`config.mk`:
```
export PLATFORM = sky130hd
export DESIGN_NAME = run_reduction_engine_core
export DESIGN_NICKNAME = d
export VERILOG_FILES = /design/src/rtl/core/rre_pkg.sv /design/src/rtl/core/rre_div.sv /design/src/rtl/core/rre_ctrl.sv /design/src/rtl/core/rre_dp.sv /design/src/rtl/core/run_reduction_engine_core.sv
export SDC_FILE = /design/constraint.sdc
export NUM_CORES = 1
export LEC_CHECK = 0
export BUFFER_PORTS_ARGS = -buffer_cell sky130_fd_sc_hd__buf_2
export CAP_MARGIN = 20
export CORE_ASPECT_RATIO = 1.1
export CORE_MARGIN = 3
export CORE_UTILIZATION = 30
export DETAILED_ROUTE_END_ITERATION = 12
export GPL_ROUTABILITY_DRIVEN = 0
export PLACE_DENSITY = 0.53
export SLEW_MARGIN = 20
export SYNTH_ARGS = -nofsm -noshare
export SYNTH_HDL_FRONTEND = slang
export SYNTH_SLANG_ARGS = --single-unit
export TNS_END_PERCENT = 50
```
`constraint.sdc`:
```
create_clock -name clk -period 4.75 [get_ports clk]
set_clock_uncertainty 0.15 [all_clocks]
set_input_delay 0.95 -clock clk [delete_from_list [all_inputs] [get_ports clk]]
set_output_delay 0.95 -clock clk [all_outputs]
set_load 0.02 [all_outputs]
```
`src/rtl/core/rre_pkg.sv`:
```
package rre_pkg;

    // Field widths of the channels
    localparam int ELEM_W  = 32;
    localparam int POS_W   = 12;
    localparam int COUNT_W = 13;
    localparam int MODE_W  = 2;

    // Parameter defaults
    localparam int MAX_RUN_LENGTH_DEF = 4096;
    localparam int DATA_WIDTH_DEF     = 32;
    localparam int IDX_W_DEF          = $clog2(MAX_RUN_LENGTH_DEF);
    localparam int CNT_W_DEF          = $clog2(MAX_RUN_LENGTH_DEF + 1);
    localparam int ACC_W_DEF          = DATA_WIDTH_DEF + IDX_W_DEF + 1;

    // Reduction modes
    localparam logic [MODE_W-1:0] MODE_SUM  = 2'd0;
    localparam logic [MODE_W-1:0] MODE_MEAN = 2'd1;
    localparam logic [MODE_W-1:0] MODE_MAX  = 2'd2;
    localparam logic [MODE_W-1:0] MODE_MIN  = 2'd3;

    typedef struct packed {
        logic signed [ELEM_W-1:0] element;
        logic                     last;
    } in_t;

    typedef struct packed {
        logic signed [ELEM_W-1:0] reduced;
        logic [POS_W-1:0]         position;
        logic [COUNT_W-1:0]       count;
        logic                     saturated;
    } out_t;

    // Controller to datapath
    typedef struct packed {
        logic accept;
        logic div_start;
        logic emit;
    } cmd_t;

    // Datapath to controller
    typedef struct packed {
        logic mode_mean;
        logic div_done;
    } sts_t;

endpackage

```
`src/rtl/core/rre_div.sv`:
```
module rre_div #(
    parameter int NUM_W = rre_pkg::ACC_W_DEF,
    parameter int DEN_W = rre_pkg::CNT_W_DEF
) (
    input  logic             clk,
    input  logic             rst_n,
    input  logic             start,
    input  logic [NUM_W-1:0] numer,
    input  logic [DEN_W-1:0] denom,
    output logic [NUM_W-1:0] quot,
    output logic             done
);

    localparam int STEP_W = $clog2(NUM_W + 1);

    logic              busy_reg, busy_next;
    logic              done_reg, done_next;
    logic [STEP_W-1:0] step_reg, step_next;
    logic [DEN_W:0]    rem_reg, rem_next;
    logic [NUM_W-1:0]  quo_reg, quo_next;
    logic [DEN_W-1:0]  den_reg, den_next;

    logic [DEN_W:0]    shifted;
    logic [DEN_W+1:0]  trial;

    // Shift one numerator bit into the remainder and try the subtract
    assign shifted = {rem_reg[DEN_W-1:0], quo_reg[NUM_W-1]};
    assign trial   = {1'b0, shifted} - {2'b00, den_reg};

    always_comb
    begin
        busy_next = busy_reg;
        done_next = done_reg;
        step_next = step_reg;
        rem_next  = rem_reg;
        quo_next  = quo_reg;
        den_next  = den_reg;
        if (start)
        begin
            busy_next = 1'b1;
            done_next = 1'b0;
            step_next = STEP_W'(NUM_W);
            rem_next  = '0;
            quo_next  = numer;
            den_next  = denom;
        end
        else if (busy_reg)
        begin
            if (!trial[DEN_W+1])
            begin
                rem_next = trial[DEN_W:0];
                quo_next = {quo_reg[NUM_W-2:0], 1'b1};
            end
            else
            begin
                rem_next = shifted;
                quo_next = {quo_reg[NUM_W-2:0], 1'b0};
            end
            step_next = step_reg - 1'b1;
            if (step_reg == STEP_W'(1))
            begin
                busy_next = 1'b0;
                done_next = 1'b1;
            end
        end
    end

    // Hold control state under reset
    always_ff @(posedge clk or negedge rst_n)
    begin
        if (!rst_n)
        begin
            busy_reg <= 1'b0;
            done_reg <= 1'b0;
            step_reg <= '0;
        end
        else
        begin
            busy_reg <= busy_next;
            done_reg <= done_next;
            step_reg <= step_next;
        end
    end

    // Advance the operand registers
    always_ff @(posedge clk)
    begin
        rem_reg <= rem_next;
        quo_reg <= quo_next;
        den_reg <= den_next;
    end

    assign quot = quo_reg;
    assign done = done_reg;

    a_start_clears_done: assert property (@(posedge clk) disable iff (!rst_n)
        start |=> (busy_reg && !done_reg))
        else $error("divider did not restart cleanly");

    a_busy_done_excl: assert property (@(posedge clk) disable iff (!rst_n)
        !(busy_reg && done_reg))
        else $error("divider busy and done together");

    a_done_after_busy: assert property (@(posedge clk) disable iff (!rst_n)
        ($fell(busy_reg) && !$past(start)) |-> done_reg)
        else $error("divider stopped without finishing");

endmodule

```
`src/rtl/core/rre_ctrl.sv`:
```
module rre_ctrl (
    input  logic          clk,
    input  logic          rst_n,
    input  logic          elem_valid,
    input  logic          elem_last,
    output logic          elem_ready,
    output logic          res_valid,
    input  logic          res_ready,
    input  rre_pkg::sts_t sts,
    output rre_pkg::cmd_t cmd
);

    localparam logic [1:0] S_RUN  = 2'd0;
    localparam logic [1:0] S_LOAD = 2'd1;
    localparam logic [1:0] S_DIV  = 2'd2;
    localparam logic [1:0] S_EMIT = 2'd3;

    logic [1:0] state_reg, state_next;
    logic       res_valid_reg, res_valid_next;
    logic       accept;

    // Take elements while the result register is free or draining
    assign elem_ready = (state_reg == S_RUN) && (!res_valid_reg || res_ready);
    assign accept     = elem_valid && elem_ready;

    always_comb
    begin
        state_next    = state_reg;
        cmd.accept    = 1'b0;
        cmd.div_start = 1'b0;
        cmd.emit      = 1'b0;
        unique case (state_reg)
            S_RUN:
            begin
                cmd.accept = accept;
                if (accept && elem_last)
                begin
                    state_next = S_LOAD;
                end
            end
            S_LOAD:
            begin
                if (sts.mode_mean)
                begin
                    cmd.div_start = 1'b1;
                    state_next    = S_DIV;
                end
                else
                begin
                    cmd.emit   = 1'b1;
                    state_next = S_RUN;
                end
            end
            S_DIV:
            begin
                if (sts.div_done)
                begin
                    state_next = S_EMIT;
                end
            end
            S_EMIT:
            begin
                cmd.emit   = 1'b1;
                state_next = S_RUN;
            end
        endcase
    end

    // Set on emit, drop when the transaction completes
    always_comb
    begin
        res_valid_next = res_valid_reg;
        if (cmd.emit)
        begin
            res_valid_next = 1'b1;
        end
        else if (res_ready)
        begin
            res_valid_next = 1'b0;
        end
    end

    always_ff @(posedge clk or negedge rst_n)
    begin
        if (!rst_n)
        begin
            state_reg     <= S_RUN;
            res_valid_reg <= 1'b0;
        end
        else
        begin
            state_reg     <= state_next;
            res_valid_reg <= res_valid_next;
        end
    end

    assign res_valid = res_valid_reg;

    a_last_leaves_run: assert property (@(posedge clk) disable iff (!rst_n)
        (accept && elem_last) |=> (state_reg == S_LOAD))
        else $error("last element did not start the finish sequence");

    a_emit_into_free: assert property (@(posedge clk) disable iff (!rst_n)
        cmd.emit |-> !res_valid_reg)
        else $error("result overwritten before it was taken");

    a_no_accept_busy: assert property (@(posedge clk) disable iff (!rst_n)
        (cmd.div_start || cmd.emit) |-> !accept)
        else $error("element taken while finishing a run");

endmodule

```
`src/rtl/core/rre_dp.sv`:
```
module rre_dp #(
    parameter int MAX_RUN_LENGTH = rre_pkg::MAX_RUN_LENGTH_DEF,
    parameter int DATA_WIDTH     = rre_pkg::DATA_WIDTH_DEF
) (
    input  logic                        clk,
    input  logic                        rst_n,
    input  logic                        mode_we,
    input  logic [rre_pkg::MODE_W-1:0]  mode_wdata,
    input  rre_pkg::in_t                elem_data,
    output rre_pkg::out_t               res_payload,
    input  rre_pkg::cmd_t               cmd,
    output rre_pkg::sts_t               sts
);

    localparam int IDX_W  = $clog2(MAX_RUN_LENGTH);
    localparam int CNT_W  = $clog2(MAX_RUN_LENGTH + 1);
    localparam int ACC_W  = DATA_WIDTH + IDX_W + 1;
    localparam int WIDE_W = 32;

    localparam logic [CNT_W-1:0]      MAX_CNT = CNT_W'(MAX_RUN_LENGTH);
    localparam logic [DATA_WIDTH-1:0] MAX_DW  = {1'b0, {(DATA_WIDTH-1){1'b1}}};
    localparam logic [DATA_WIDTH-1:0] MIN_DW  = {1'b1, {(DATA_WIDTH-1){1'b0}}};

    logic [rre_pkg::MODE_W-1:0] mode_reg;
    logic signed [ACC_W-1:0]      acc_reg, acc_next;
    logic signed [DATA_WIDTH-1:0] ext_reg, ext_next;
    logic [IDX_W-1:0]             idx_reg, idx_next;
    logic [CNT_W-1:0]             cnt_reg, cnt_next;
    logic                         ovr_reg, ovr_next;
    rre_pkg::out_t                res_reg, res_next;

    logic signed [DATA_WIDTH-1:0] x_dw;
    logic signed [ACC_W-1:0]      x_acc;
    logic                         x_better;

    logic [ACC_W-DATA_WIDTH:0]    acc_top;
    logic                         sum_fits;
    logic [DATA_WIDTH-1:0]        sum_clip;
    logic [ACC_W-1:0]             acc_mag;
    logic [ACC_W-1:0]             quot;
    logic                         div_done;
    logic [DATA_WIDTH-1:0]        q_lo;
    logic [DATA_WIDTH-1:0]        mean_dw;

    logic signed [DATA_WIDTH-1:0] res_dw;
    logic [IDX_W-1:0]             pos_sel;
    logic                         sat_sel;
    logic [WIDE_W-1:0]            pos_wide;
    logic [WIDE_W-1:0]            cnt_wide;

    // Mode register
    always_ff @(posedge clk or negedge rst_n)
    begin
        if (!rst_n)
        begin
            mode_reg <= rre_pkg::MODE_SUM;
        end
        else if (mode_we)
        begin
            mode_reg <= mode_wdata;
        end
    end

    // Sign-extend the incoming element
    assign x_dw  = elem_data.element[DATA_WIDTH-1:0];
    assign x_acc = ACC_W'(x_dw);
    assign x_better = (mode_reg == rre_pkg::MODE_MIN) ? (x_dw < ext_reg) : (x_dw > ext_reg);

    // Accumulate, track the first extreme, count, flag elements past the run limit; clear after emit
    always_comb
    begin
        acc_next = acc_reg;
        ext_next = ext_reg;
        idx_next = idx_reg;
        cnt_next = cnt_reg;
        ovr_next = ovr_reg;
        if (cmd.emit)
        begin
            acc_next = '0;
            ext_next = '0;
            idx_next = '0;
            cnt_next = '0;
            ovr_next = 1'b0;
        end
        else if (cmd.accept)
        begin
            if (cnt_reg >= MAX_CNT)
            begin
                ovr_next = 1'b1;
            end
            else
            begin
                acc_next = acc_reg + x_acc;
                if (cnt_reg == '0)
                begin
                    ext_next = x_dw;
                    idx_next = '0;
                end
                else if (x_better)
                begin
                    ext_next = x_dw;
                    idx_next = cnt_reg[IDX_W-1:0];
                end
                cnt_next = cnt_reg + 1'b1;
            end
        end
    end

    always_ff @(posedge clk or negedge rst_n)
    begin
        if (!rst_n)
        begin
            acc_reg <= '0;
            ext_reg <= '0;
            idx_reg <= '0;
            cnt_reg <= '0;
            ovr_reg <= 1'b0;
        end
        else
        begin
            acc_reg <= acc_next;
            ext_reg <= ext_next;
            idx_reg <= idx_next;
            cnt_reg <= cnt_next;
            ovr_reg <= ovr_next;
        end
    end

    // Clip the sum to the data range
    assign acc_top  = acc_reg[ACC_W-1:DATA_WIDTH-1];
    assign sum_fits = (&acc_top) | ~(|acc_top);
    assign sum_clip = sum_fits ? acc_reg[DATA_WIDTH-1:0]
                               : (acc_reg[ACC_W-1] ? MIN_DW : MAX_DW);

    // Divide the magnitude of the sum by the count
    assign acc_mag = acc_reg[ACC_W-1] ? (~acc_reg + 1'b1) : acc_reg;

    rre_div #(
        .NUM_W (ACC_W),
        .DEN_W (CNT_W)
    ) u_div (
        .clk   (clk),
        .rst_n (rst_n),
        .start (cmd.div_start),
        .numer (acc_mag),
        .denom (cnt_reg),
        .quot  (quot),
        .done  (div_done)
    );

    // Restore the sign of the mean
    assign q_lo    = quot[DATA_WIDTH-1:0];
    assign mean_dw = acc_reg[ACC_W-1] ? (~q_lo + 1'b1) : q_lo;

    // Select the result by mode
    always_comb
    begin
        res_dw  = ext_reg;
        pos_sel = '0;
        sat_sel = ovr_reg;
        unique case (mode_reg)
            rre_pkg::MODE_SUM:
            begin
                res_dw  = sum_clip;
                sat_sel = ovr_reg | ~sum_fits;
            end
            rre_pkg::MODE_MEAN:
            begin
                res_dw = mean_dw;
            end
            rre_pkg::MODE_MAX, rre_pkg::MODE_MIN:
            begin
                res_dw  = ext_reg;
                pos_sel = idx_reg;
            end
        endcase
    end

    assign pos_wide = WIDE_W'(pos_sel);
    assign cnt_wide = WIDE_W'(cnt_reg);

    always_comb
    begin
        res_next = res_reg;
        if (cmd.emit)
        begin
            res_next.reduced   = rre_pkg::ELEM_W'(res_dw);
            res_next.position  = pos_wide[rre_pkg::POS_W-1:0];
            res_next.count     = cnt_wide[rre_pkg::COUNT_W-1:0];
            res_next.saturated = sat_sel;
        end
    end

    // Hold the result until the next emit
    always_ff @(posedge clk)
    begin
        res_reg <= res_next;
    end

    assign res_payload   = res_reg;
    assign sts.mode_mean = (mode_reg == rre_pkg::MODE_MEAN);
    assign sts.div_done  = div_done;

endmodule

```
`src/rtl/core/run_reduction_engine_core.sv`:
```
// Channel   Direction  Handshake                  Payload
// elem      in         elem_valid / elem_ready    elem_data   (rre_pkg::in_t)
// res       out        res_valid  / res_ready     res_payload (rre_pkg::out_t)
// mode      in         mode_we (no wait)          mode_wdata  (2 bits)
//
// Runs stream at one element per cycle while in the run state and the result register is free or draining.
// For sum, maximum and minimum the load state emits the result after the last element.
// For mean a restoring divider retires one quotient bit per cycle over DATA_WIDTH +
// clog2(MAX_RUN_LENGTH) + 1 bits, then the emit state sends the result.
// Reset clears the mode to sum and empties the run state; no clearing pass follows.
// A waiting result stalls the input until res_ready; both transactions can share that cycle.
module run_reduction_engine_core #(
    parameter int MAX_RUN_LENGTH = rre_pkg::MAX_RUN_LENGTH_DEF,
    parameter int DATA_WIDTH     = rre_pkg::DATA_WIDTH_DEF
) (
    input  logic                        clk,
    input  logic                        rst_n,
    input  logic                        elem_valid,
    output logic                        elem_ready,
    input  rre_pkg::in_t                elem_data,
    output logic                        res_valid,
    input  logic                        res_ready,
    output rre_pkg::out_t               res_payload,
    input  logic                        mode_we,
    input  logic [rre_pkg::MODE_W-1:0]  mode_wdata
);

    rre_pkg::cmd_t cmd;
    rre_pkg::sts_t sts;

    // Sequence accept, divide and emit
    rre_ctrl u_ctrl (
        .clk        (clk),
        .rst_n      (rst_n),
        .elem_valid (elem_valid),
        .elem_last  (elem_data.last),
        .elem_ready (elem_ready),
        .res_valid  (res_valid),
        .res_ready  (res_ready),
        .sts        (sts),
        .cmd        (cmd)
    );

    // Accumulate runs and build results
    rre_dp #(
        .MAX_RUN_LENGTH (MAX_RUN_LENGTH),
        .DATA_WIDTH     (DATA_WIDTH)
    ) u_dp (
        .clk         (clk),
        .rst_n       (rst_n),
        .mode_we     (mode_we),
        .mode_wdata  (mode_wdata),
        .elem_data   (elem_data),
        .res_payload (res_payload),
        .cmd         (cmd),
        .sts         (sts)
    );

endmodule
```
== After elaboration in Yosys (flattened, before gate mapping) ==
Index checks and enable logic that the tools add are counted.

* Reduce and logical (&&, ||, !) cells: 22
* Add/subtract/negate cells: 6
* Muxes and demuxes: 49
* Bitwise operators: 6
* Order comparisons: 3
* Eq/ne operators: 10

{| class="wikitable"
|+ Operators with widths
! cell !! count
|-
| 2-to-1 mux 45 bit || 6
|-
| 2-to-1 mux 32 bit || 8
|-
| case mux 32 bit (3 select lines) || 1
|-
| 2-to-1 mux 12 bit || 5
|-
| 2-to-1 mux 13 bit || 4
|-
| adder 45 x 1 -> 45 bit (second input constant) || 1
|-
| adder 45 x 32 -> 45 bit || 1
|-
| inverter 45 bit || 1
|-
| adder 32 x 1 -> 32 bit (second input constant) || 1
|-
| greater-than comparator 32 bit || 1
|-
| < comparator 32 bit || 1
|-
| inverter 32 bit || 1
|-
| 2-to-1 mux 1 bit || 18
|-
| subtractor 14 x 13 -> 15 bit || 1
|-
| AND reduction 14 bit || 1
|-
| OR reduction 14 bit || 1
|-
| adder 13 x 1 -> 13 bit (second input constant) || 1
|-
| greater-or-equal comparator 13 bit (second input constant) || 1
|-
| logical NOT 13 bit || 1
|-
| 2-to-1 mux 6 bit || 2
|-
| nonzero test 2 bit || 5
|-
| == test 2 bit (second input constant) || 4
|-
| case mux 2 bit (4 select lines) || 1
|-
| AND reduction 2 bit || 4
|-
| other kinds (16) || 25
|}

* Register bits after elaboration: 245
* Output and inout bits: 60
* Input port bits: 40

== Logic depth before layout (Yosys ltp) ==
Gate-level depths: netlist (run 1).

* Depth in word-level cells: 7
* Mapped depth: 14
* Gate-level depth less buffers: 13

== Modules after synthesis ==
A second synthesis (run 1) with hierarchy kept.

* Cells, all modules: 1569
* Area total of the unflattened synthesis: 15564.9 um^2

{| class="wikitable"
|+ By module, submodules not included
! module !! sequential area each (um^2) !! area an instance (um^2) !! instances !! cells each
|-
| rre_dp || 4369.2 || 11408.4 || 1 || 1241
|-
| rre_div || 2202.1 || 3961.3 || 1 || 311
|-
| rre_ctrl || 75.1 || 195.2 || 1 || 17
|}

== Worst setup path after synthesis (run 1) ==
No wires, ideal clock.

* Path kind: input to register
* Start: input port elem_data[2] in the netlist's numbering
* End: register u_dp.ext_reg[0]
* Data arrival time: 3.776 ns
* Slack: 0.758 ns
* Required time: 4.534 ns
* Library setup time: 0.066 ns
* Stages: 12
* Cell sequence: ha_1 nor2b_1 o21a_1 o21a_1 o21ai_0 a21boi_0 o22a_1 a2111oi_0 mux2_2 a31oi_1 clkbuf_1 a22o_1

* Word-level cells in the longest chain between the ends: 4

{| class="wikitable"
|+ Ends and longest elaborated chain
! item !! RTL line !! RTL
|-
| start: declaration || run_reduction_engine_core.sv:20 || <nowiki>input rre_pkg::in_t elem_data,</nowiki>
|-
| greater-than comparator 32 bit / < comparator 32 bit (equally long branches) || rre_dp.sv:67 || <nowiki>assign x_better = (mode_reg == rre_pkg::MODE_MIN) ? (x_dw < ext_reg) : (x_dw > ext_reg);</nowiki>
|-
| 2-to-1 mux 1 bit * || rre_dp.sv:67 ||
|-
| nonzero test 3 bit (no source line) * || -- ||
|-
| AND reduction 3 bit (no source line) * || -- ||
|-
| end signal: assignment || rre_dp.sv:122 || <nowiki>ext_reg <= ext_next;</nowiki>
|-
| end: declaration || rre_dp.sv:26 || <nowiki>logic signed [DATA_WIDTH-1:0] ext_reg, ext_next;</nowiki>
|}

Mark *: on every way between the ends. The rest lies on a longest branch, timed or not.
A chain may end at the register's enable or synchronous reset.

== Worst setup path after layout (run 1) ==
* Start: register u_dp.acc_reg[31]
* End: register u_dp.res_reg, in the netlist u_dp.res_payload[50], data pin

* Word-level cells in the longest chain between the ends: 5

{| class="wikitable"
|+ Ends and longest elaborated chain
! item !! RTL line !! RTL
|-
| start: declaration || rre_dp.sv:25 || <nowiki>logic signed [ACC_W-1:0] acc_reg, acc_next;</nowiki>
|-
| start signal: assignment || rre_dp.sv:121 || <nowiki>acc_reg <= acc_next;</nowiki>
|-
| OR reduction 14 bit || rre_dp.sv:131 || <nowiki>assign sum_fits = (&acc_top) | ~(|acc_top);</nowiki>
|-
| inverter 1 bit || rre_dp.sv:131 ||
|-
| OR 1 bit * || rre_dp.sv:131 ||
|-
| 2-to-1 mux 32 bit * || rre_dp.sv:132 || <nowiki>assign sum_clip = sum_fits ? acc_reg[DATA_WIDTH-1:0]</nowiki>
|-
| case mux 32 bit (3 select lines) * || rre_dp.sv:161 || <nowiki>unique case (mode_reg)</nowiki>
|-
| named net u_dp.res_dw[24] || rre_dp.sv:45 || <nowiki>logic signed [DATA_WIDTH-1:0] res_dw;</nowiki>
|-
| end signal: assignment || rre_dp.sv:197 || <nowiki>res_reg <= res_next;</nowiki>
|-
| end: declaration || rre_dp.sv:30 || <nowiki>rre_pkg::out_t res_reg, res_next;</nowiki>
|}

Mark *: on every way through the listed nets, which the timed path passes. The rest lies on a longest branch.

==> results of run 1 <==
cells by family after synthesis:
family                     count (synthesis)
DFF                                      245
AOI/OAI and AO/OA                        557
and+or+nand+nor                          449
buffers and inverters                    171
xor gates and xnor gates                 106
muxes                                     16
adders and majority gates                 97
through the flow:
stage               utilization (%)  setup slack (ns)  instances
floorplan                         -             0.758       1641
global placement               33.2           0.00272       2347
detailed placement             33.2          -0.00710       2347
CTS                            35.3             0.542       2403
global route                   35.3             0.253       2403
finish                         35.3             0.660       2403
power by group through the flow:
stage	Clock, mW	Sequential (mW)	Combinational, mW
final	2.52	3.99	5.46
after global routing	2.68	4.10	6.11
after CTS	2.59	3.98	5.47
after detailed placement	0	4.00	5.44
after global placement	0	3.98	5.37
after floorplan	0	3.85	3.92
area by class of cell:
type                    instances  share of cell area (%)
repair buffers                138                    4.65
multi-input cells            1225                    45.5
flip-flops and latches        245                    37.4
inverters                      79                    1.67
clock inverters                19                    1.65
clock buffers                  37                    4.53
well taps                     660                    4.64
metal layers:
metal | wire, um | part of all wire, %
met1 | 21600 | 48
met2 | 19900 | 44
met5 | 0 | 0
met3 | 2510 | 5.6
met4 | 1020 | 2.3
worst max path at each step:
stage                          start                    to
global route         u_dp.acc_reg[5]      u_dp.acc_reg[38]
finish              u_dp.acc_reg[31]  u_dp.res_payload[50]
global placement        elem_data[1]      u_dp.acc_reg[38]
floorplan               elem_data[2]       u_dp.ext_reg[0]
detailed placement      elem_data[1]      u_dp.acc_reg[38]
CTS                  u_dp.acc_reg[5]      u_dp.acc_reg[38]
cells in the mapped netlist (all sizes together), types with 23 or more instances:
cell	n
inv	79
ha	95
a21o	53
nand3	50
o21ai	186
xor2	68
dfrtp	116
or3	23
nand2	145
nor2	70
nor3	35
clkbuf	81
xnor2	38
a22o	46
edfxtp	116
a21oi	157
critical path, delay by kind of cell (launching register included):
family	cells	cell delay (ns)
flip-flops	1	0.38
AND/OR/NAND/NOR	6	2.04
AO/OA/AOI/OAI	4	0.94
buffers and inverters	1	0.29
==> results.yml, run 1 <==
outcome:
  status: "finished, final reports clean"
routing:
  drt-pass1-iter-count: 5
  drc: 0
  routedWlPerCell_um: 18.8
  vias: 12800
  vias_per_cell: 5.33
  ant_nets: 0
  wirelength_um: 45100
  drt_iter0_drc: 1071
finish:
  fillers: 5120
  seq_area_um2: 6650
  antennaDiodeCount: 0
  multi_input_area_um2: 8100
  layout.nets: 1856
  layout-drive-gt1-share_pct: 13.2
  fin_area_um2: 17800
  layout_common_cells: "157 x a21oi_1, 144 x nand2_1, 131 x o21ai_0, 116 x edfxtp_1, 113 x dfrtp_1"
  area_growth_pct: 15.7
  layout_commonest_cell: "a21oi_1"
  largest_register_ffs: 58
clock_network:
  post_cts_resized: 0
  htree_num_levels: 1
  post-cts-setup-buffers: 0
  hold_buffers: 0
  clk_pin_slew_ns: 0.06
  numCtsBuffers: 30
  tritoncts: "built"
  cts_sinks: 245
  worstSkewPairLatency_ns: 0.59
  clk_path_buf_depth: 3
  root_buffer: "clkbuf_16"
synth:
  synth_nets: 1778
  synth_top_area_cell: "edfxtp_1"
  syn_area_um2: 15400
  synthAdderAreaFrac_pct: 7.99
  synth_compound_area_share_pct: 22.6
  synth_edf_count: 116
  syn_inst: 1641
  yosysWarnings: 0
  synth_cell_types: 73
  synth.avg_cell_area_um2: 9.37
  synth.area.mux_share_pct: 1.07
  async_flop_share_pct: 47.3
  ys_top_cells_by_area: "edfxtp_1 23%, dfrtp_1 19%, ha_1 7.7%, a21oi_1 5.1%, o21ai_0 4.3%"
  ys_seq_area_share_pct: 43.2
  synth_xor_area_share_pct: 6.04
  synth_top_area_share_pct: 22.7
  synthSimpleGateAreaFrac_pct: 14.8
  synth_top_family_by_area: "compound AO/OA/AOI/OAI gates"
  ys.flop_type: "edfxtp_1"
  synth_seq_cells: 245
sta:
  tightest_slew_ns: 1.05
  setup-violations-final: 0
  finalHoldViolCount: 0
  maxSlewHeadroom_pct: 30.3
  finalSetupTns_ns: 0
  rsz0062_at_grt: "false"
  min_period_ns: 4.09
  fin_crit_sh_pct: 86.1
  report.final.slew_viol_count: 0
  fin_hold_ws_ns: 0.218
  fmax_mhz: 244
global_route:
  grt_use_met3_pct: 2.64
  grt_max_degree: 105
  grt_use_met1_pct: 23.1
  antenna_found_initial: 0
  grt_use_met2_pct: 25.5
  grt_pass1_vias: 12300
  grt_pass1_wl_um: 70500
  grt.overflow.total: 0
  track_usage_pct: 16.1
  grt_most_used_layer: "met2"
worst_setup_path:
  slowest_delay_ns: 0.49
  rr_worst_depth: 11
  path_class: "reg -> reg"
  crit_chain: "or3_1 -> or3_1 -> or4_4 -> or4_4 -> o41ai_2 -> buf_4 -> nor2_2 -> a21oi_1 -> nor2_1 -> a211oi_1 -> a21oi_1"
  cp-end-kind: "flip-flop"
  r2r_start: "u_dp.acc_reg[31]"
  rrSetupSlack_ns: 0.66
  r2r_end: "u_dp.res_payload[50]"
  cp_slowest_cell: "or4_4"
  setup.worst_path.start_class: "flip-flop"
  worst_ep_arrival_time_ns: 4.21
  worstPathMaxFanout: 11
  critPathRequiredTime_ns: 4.87
pwr:
  powerDensity_nw_per_um2: 673
  switching_share_pct: 42.0
  seq_power_share_pct: 33.3
  switching_power_mw: 5.02
  p_comb_share_pct: 45.6
  p_total_mw: 12.0
  p_int_mw: 6.95
  p_leak_nw: 7.58
  vdd_ir_drop_max_mv: 0.289
  clockPowerShare_pct: 21.0
die:
  die_area_um2: 54000
  num_io_pins: 100
  coreArea_um2: 50400
  die_h_um: 243
  start_util_pct: 30.5
  rows: 86
  die_w_um: 222
min_path:
  hold_class: "in -> async"
flow_run:
  maxCapViolCount: 0
placed_design:
  io_buffers: 99
  place_hpwl_um: 31700
  placement.cell_area_um2: 16700
(Power assumes the default switching activity.)
==> run 2, diff against run 1 <==
Settings changed: CORE_UTILIZATION 30 to 35, CTS_BUF_LIST from default to sky130_fd_sc_hd__clkbuf_2, GPL_ROUTABILITY_DRIVEN 0 to default, PLACE_DENSITY 0.53 to 0.59.
==> run 2 against run 1 <==
Die area fell by 14%. Core utilization rose by 5.0 points. Largest power group unchanged. Clock-buffer cell count rose by 73. Design area fell by 3.0%. First-iteration DRC count rose by 5.3%. Register-to-register slack got worse by 0.32 ns. Maximum frequency fell by 7.2%. Wire length fell by 2.7%. Via count rose by 2.8%.
==> results.yml, run 2 (synthesis results as in run 1) <==
outcome:
  status: "finished, final reports clean"
global_route:
  grt_pass1_vias: 12900
  track_usage_pct: 19.0
  grt.overflow.total: 0
  grt_pass1_wl_um: 70300
  antenna_found_initial: 2
  grt_max_degree: 92
clock_network:
  htree_num_levels: 3
  root_buffer: "clkbuf_2"
  tritoncts: "built"
  worstSkewPairLatency_ns: 0.96
  post_cts_resized: 0
  cts_sinks: 245
  hold_buffers: 3
  numCtsBuffers: 72
  clk_path_buf_depth: 3
  post-cts-setup-buffers: 0
  clk_pin_slew_ns: 0.09
worst_setup_path:
  worstPathMaxFanout: 4
  setup.worst_path.start_class: "flip-flop"
  critPathRequiredTime_ns: 5.39
  cp-end-kind: "flip-flop"
  path_class: "reg -> reg"
  worst_ep_arrival_time_ns: 5.05
  crit_chain: "ha_1 -> fa_1 -> a211oi_1 -> o21ai_0 -> nor3_1 -> buf_4 -> o31ai_1 -> a2111oi_0 -> o41ai_1 -> and4_1 -> a21o_1 -> xor2_1 -> a22o_1"
  slowest_delay_ns: 0.96
  cp_slowest_cell: "a2111oi_0"
finish:
  layout_commonest_cell: "a21oi_1"
  layout_common_cells: "157 x a21oi_1, 144 x nand2_1, 131 x o21ai_0, 116 x edfxtp_1, 112 x dfrtp_1"
  largest_register_ffs: 58
  layout.nets: 1892
  fillers: 4260
  layout-drive-gt1-share_pct: 15.9
  final_cells: 2383
  area_growth_pct: 12.3
routing:
  ant_nets: 0
  vias: 13200
  drt-pass1-iter-count: 6
  vias_per_cell: 5.53
  drc: 0
  drt_iter0_drc: 1128
  wirelength_um: 43900
  routedWlPerCell_um: 18.4
placed_design:
  io_buffers: 99
  place_hpwl_um: 30300
  place_congestion: 0.885
  place_inst: 2245
  dp_slack_ns: -0.287
die:
  num_io_pins: 100
  die_area_um2: 46500
  coreArea_um2: 42800
  start_util_pct: 35.9
  rows: 79
  die_h_um: 226
  die_w_um: 206
pwr:
  vdd_ir_drop_max_mv: 0.261
  powerDensity_nw_per_um2: 643
  p_leak_nw: 7.57
  p_total_mw: 11.1
sta:
  rsz0062_at_grt: "false"
  setup-violations-final: 0
  maxSlewHeadroom_pct: 23.4
  fin_crit_sh_pct: 92.8
  report.final.slew_viol_count: 0
  min_period_ns: 4.41
  fin_ws_ns: 0.344
  tightest_slew_ns: 1.12
  finalHoldViolCount: 0
  fmax_mhz: 227
min_path:
  hold_class: "in -> reg"
flow_run:
  maxCapViolCount: 0
## run 2: cell types whose count changed in the layout (fill, tap and decap cells not counted), sizes merged, moves of 3 or more
| cell | change |
|---|---|
| clkinvlp | -4 |
| clkinv | +11 |
| buf | -9 |
| bufinv | -3 |
| clkbuf | +73 |
| dlygate4sd3 | +3 |
## run 2: stage by stage
stage	instance area (um^2)	setup TNS (ns)	util, %	hold slack (ns)
2_1_floorplan	15400	0	-	0.309
3_3_place_gp	16500	-0.183	38.6	0.332
3_5_place_dp	16500	-0.533	38.6	0.335
4_1_cts	17300	0	40.3	0.00498
5_1_grt	17300	0	40.3	0.00506
6_report	17300	0	40.3	0.109
## run 2: area by class of cell
cell class	count	area [um^2]	area share, %
clock buffers	110	551	3.19
diodes	2	5.00	0.0290
clock inverters	23	181	1.05
repair buffers	132	778	4.51
multi-input cells	1225	8100	46.9
well taps	567	709	4.11
inverters	79	298	1.72
flip-flops and latches	245	6650	38.5
## run 2: critical path, delay by kind of cell, from the launching register on
kind / cells / cell delay [ns]
AOI/OAI and AO/OA: 7 / 2.16
DFF: 1 / 0.43
xor gates and xnor gates: 1 / 0.13
and+or+nand+nor: 2 / 0.54
adders and majority gates: 2 / 0.66
buffers and inverters: 1 / 0.17
## run 2: metal layers
| layer | routed length [um] | part of all wire [%] | GRT usage [%] | vias up |
|---|---|---|---|---|
| met5 | 0 | 0 | 0 | - |
| met4 | 1400 | 3.2 | 6.75 | 0 |
| met3 | 2940 | 6.7 | 3.69 | 103 |
| met2 | 19000 | 43 | 28.5 | 449 |
| met1 | 20500 | 47 | 27.2 | 6307 |
| li1 | - | - | - | 6316 |
## run 2: power by group
group	total (mW)	leakage (nW)	internal (mW)	switching, mW
registers	4.03	2.71	3.15	0.875
clock network	1.76	0.539	0.784	0.972
logic	5.32	4.32	2.20	3.12
total	11.1	7.57	6.14	4.97
## run 2: final timing paths
check / slack [ns] / cells past startpoint / end / start
setup / recovery: 0.34 / 13 / u_dp.acc_reg[38] / u_dp.acc_reg[0]
hold / removal: 0.11 / 2 / u_ctrl.state_reg[0] / elem_data[0]
setup reg to reg: 0.34 / 13 / u_dp.acc_reg[38] / u_dp.acc_reg[0]
hold reg to reg: 0.35 / 1 / u_dp.ext_reg[17] / u_dp.ext_reg[17]
max in group asynchronous: 3.05 / 3 / u_dp.acc_reg[37] / rst_n
min in group asynchronous: 0.50 / 2 / u_dp.acc_reg[8] / rst_n
==> run 3, diff against run 2 <==
Settings changed: CORE_ASPECT_RATIO 1.1 to 0.8.
==> run 3 against run 2 <==
Non-clock buffer count grew 11. Register-to-register slack improved by 0.18 ns. Clock-buffer cell count shrank 5. Critical path type unchanged. Largest cell class unchanged.
==> results.yml, run 3 (synthesis results as in run 1) <==
die:
  die_h_um: 193
  coreArea_um2: 43200
  die_area_um2: 46500
  rows: 68
  start_util_pct: 35.6
  num_io_pins: 100
  die_w_um: 240
placed_design:
  dp_slack_ns: 0.137
  io_buffers: 99
  place_hpwl_um: 30900
  place_inst: 2242
  place_congestion: 0.886
pwr:
  p_total_mw: 11.1
  p_leak_nw: 7.59
  powerDensity_nw_per_um2: 639
  vdd_ir_drop_max_mv: 0.261
sta:
  finalHoldViolCount: 0
  fin_hold_ws_ns: 0.109
  finalSetupTns_ns: 0
  fin_crit_sh_pct: 89.0
  fmax_mhz: 237
  maxSlewHeadroom_pct: 31.9
  setup-violations-final: 0
  tightest_slew_ns: 1.02
  rsz0062_at_grt: "false"
  min_period_ns: 4.23
  report.final.slew_viol_count: 0
  fin_ws_ns: 0.522
finish:
  layout_commonest_cell: "a21oi_1"
  layout_common_cells: "157 x a21oi_1, 144 x nand2_1, 131 x o21ai_0, 116 x edfxtp_1, 113 x dfrtp_1"
  layout.nets: 1899
  layout-drive-gt1-share_pct: 15.9
  final_cells: 2383
  largest_register_ffs: 58
  area_growth_pct: 12.6
worst_setup_path:
  r2r_end: "u_dp.res_payload[27]"
  critPathRequiredTime_ns: 5.22
  r2r_start: "u_dp.acc_reg[31]"
  worst_ep_arrival_time_ns: 4.69
  crit_chain: "or3_1 -> or3_1 -> or4_4 -> or4_4 -> o41ai_2 -> nor2_2 -> buf_4 -> a21oi_1 -> o21ai_1 -> nor2_1 -> a21oi_1"
  crit_buf_inv: 1
  cp-end-kind: "flip-flop"
  path_class: "reg -> reg"
  rrSetupSlack_ns: 0.52
  cp_slowest_cell: "or4_4"
  slowest_delay_ns: 0.49
  cp_top_family: "simple AND/OR/NAND/NOR gates"
  setup.worst_path.start_class: "flip-flop"
  rr_worst_depth: 11
  worstPathMaxFanout: 18
global_route:
  track_usage_pct: 18.9
  grt.overflow.total: 0
  grt_max_degree: 105
  antenna_found_initial: 2
  grt_pass1_wl_um: 70100
  grt_pass1_vias: 12500
routing:
  drt_iter0_drc: 1203
  vias_per_cell: 5.48
  drc: 0
  ant_nets: 0
  vias: 13100
  routedWlPerCell_um: 18.6
  drt-pass1-iter-count: 5
  wirelength_um: 44200
clock_network:
  post_cts_resized: 0
  root_buffer: "clkbuf_2"
  clk_path_buf_depth: 3
  post-cts-setup-buffers: 0
  htree_num_levels: 3
  hold_buffers: 10
  worstSkewPairLatency_ns: 1.03
  cts_sinks: 245
  numCtsBuffers: 68
  tritoncts: "built"
  clk_pin_slew_ns: 0.10
outcome:
  status: "finished, final reports clean"
flow_run:
  maxCapViolCount: 0
min_path:
  holdPathStages: 2
  min_from: "elem_data[18]"
  min_to: "u_dp.ext_reg[17]"
  hold_class: "in -> reg"
-- run 3: cell count changes in the layout (fill, tap and decap cells not counted) --
cell,change
buf_12,+2
buf_4,+2
bufinv_16,-2
clkbuf_2,-5
clkinv_1,-4
clkinv_2,+2
clkinv_4,+2
dfrtp_1,+1
dfrtp_2,-1
diode_2,+3
dlygate4sd3_1,+7
-- run 3: stage by stage --
step / cell area (um^2) / util, %
after detailed placement: 16500 / 38.3
final: 17300 / 40.1
after global routing: 17300 / 40.1
after floorplan: 15400 / -
after CTS: 17300 / 40.0
after global placement: 16500 / 38.3
-- run 3: worst max-delay path by stage --
stage                      from                   end  slack (ns)  cells past startpoint
6_report       u_dp.acc_reg[31]  u_dp.res_payload[27]        0.52                     11
2_1_floorplan      elem_data[2]       u_dp.ext_reg[0]        0.76                     12
3_3_place_gp       elem_data[1]      u_dp.acc_reg[38]        0.25                     14
5_1_grt        u_dp.acc_reg[31]  u_dp.res_payload[27]        0.36                     11
4_1_cts        u_dp.acc_reg[31]  u_dp.res_payload[27]        0.54                     11
3_5_place_dp       elem_data[1]      u_dp.acc_reg[38]        0.14                     14
-- run 3: layout make-up --
cell class | instances | area [um^2]
Antenna cell | 5 | 12.5
Clock buffer | 105 | 526
Clock inverter | 21 | 134
Fill cell | 4354 | 25900
Inverter | 79 | 298
Multi-Input combinational cell | 1225 | 8100
Sequential cell | 245 | 6650
Tap cell | 560 | 701
Timing Repair Buffer | 143 | 903
-- run 3: worst register-to-register path: stages (launching register included) --
cell and delay (ns):
dfrtp_1 0.38, or3_1 0.44, or3_1 0.42, or4_4 0.49, or4_4 0.48, o41ai_2 0.47
nor2_2 0.34, buf_4 0.27, a21oi_1 0.14, o21ai_1 0.11, nor2_1 0.13, a21oi_1 0.08
-- run 3: routing by layer --
metal | up-vias | part of all wire [%] | global-route usage (%) | wire, um
met4 | 0 | 1.5 | 4.90 | 675
met1 | 6258 | 50 | 28.9 | 22200
li1 | 6326 | - | - | -
met3 | 57 | 7.1 | 4.39 | 3140
met5 | - | 0 | 0 | 0
met2 | 418 | 41 | 26.7 | 18200
-- run 3: power by group --
group / switching [mW] / total [mW] / leakage [nW] / internal [mW]
clock: 0.986 / 1.64 / 0.500 / 0.654
sequential: 0.862 / 4.01 / 2.71 / 3.15
combinational: 3.16 / 5.41 / 4.38 / 2.24
total: 5.01 / 11.1 / 7.59 / 6.05
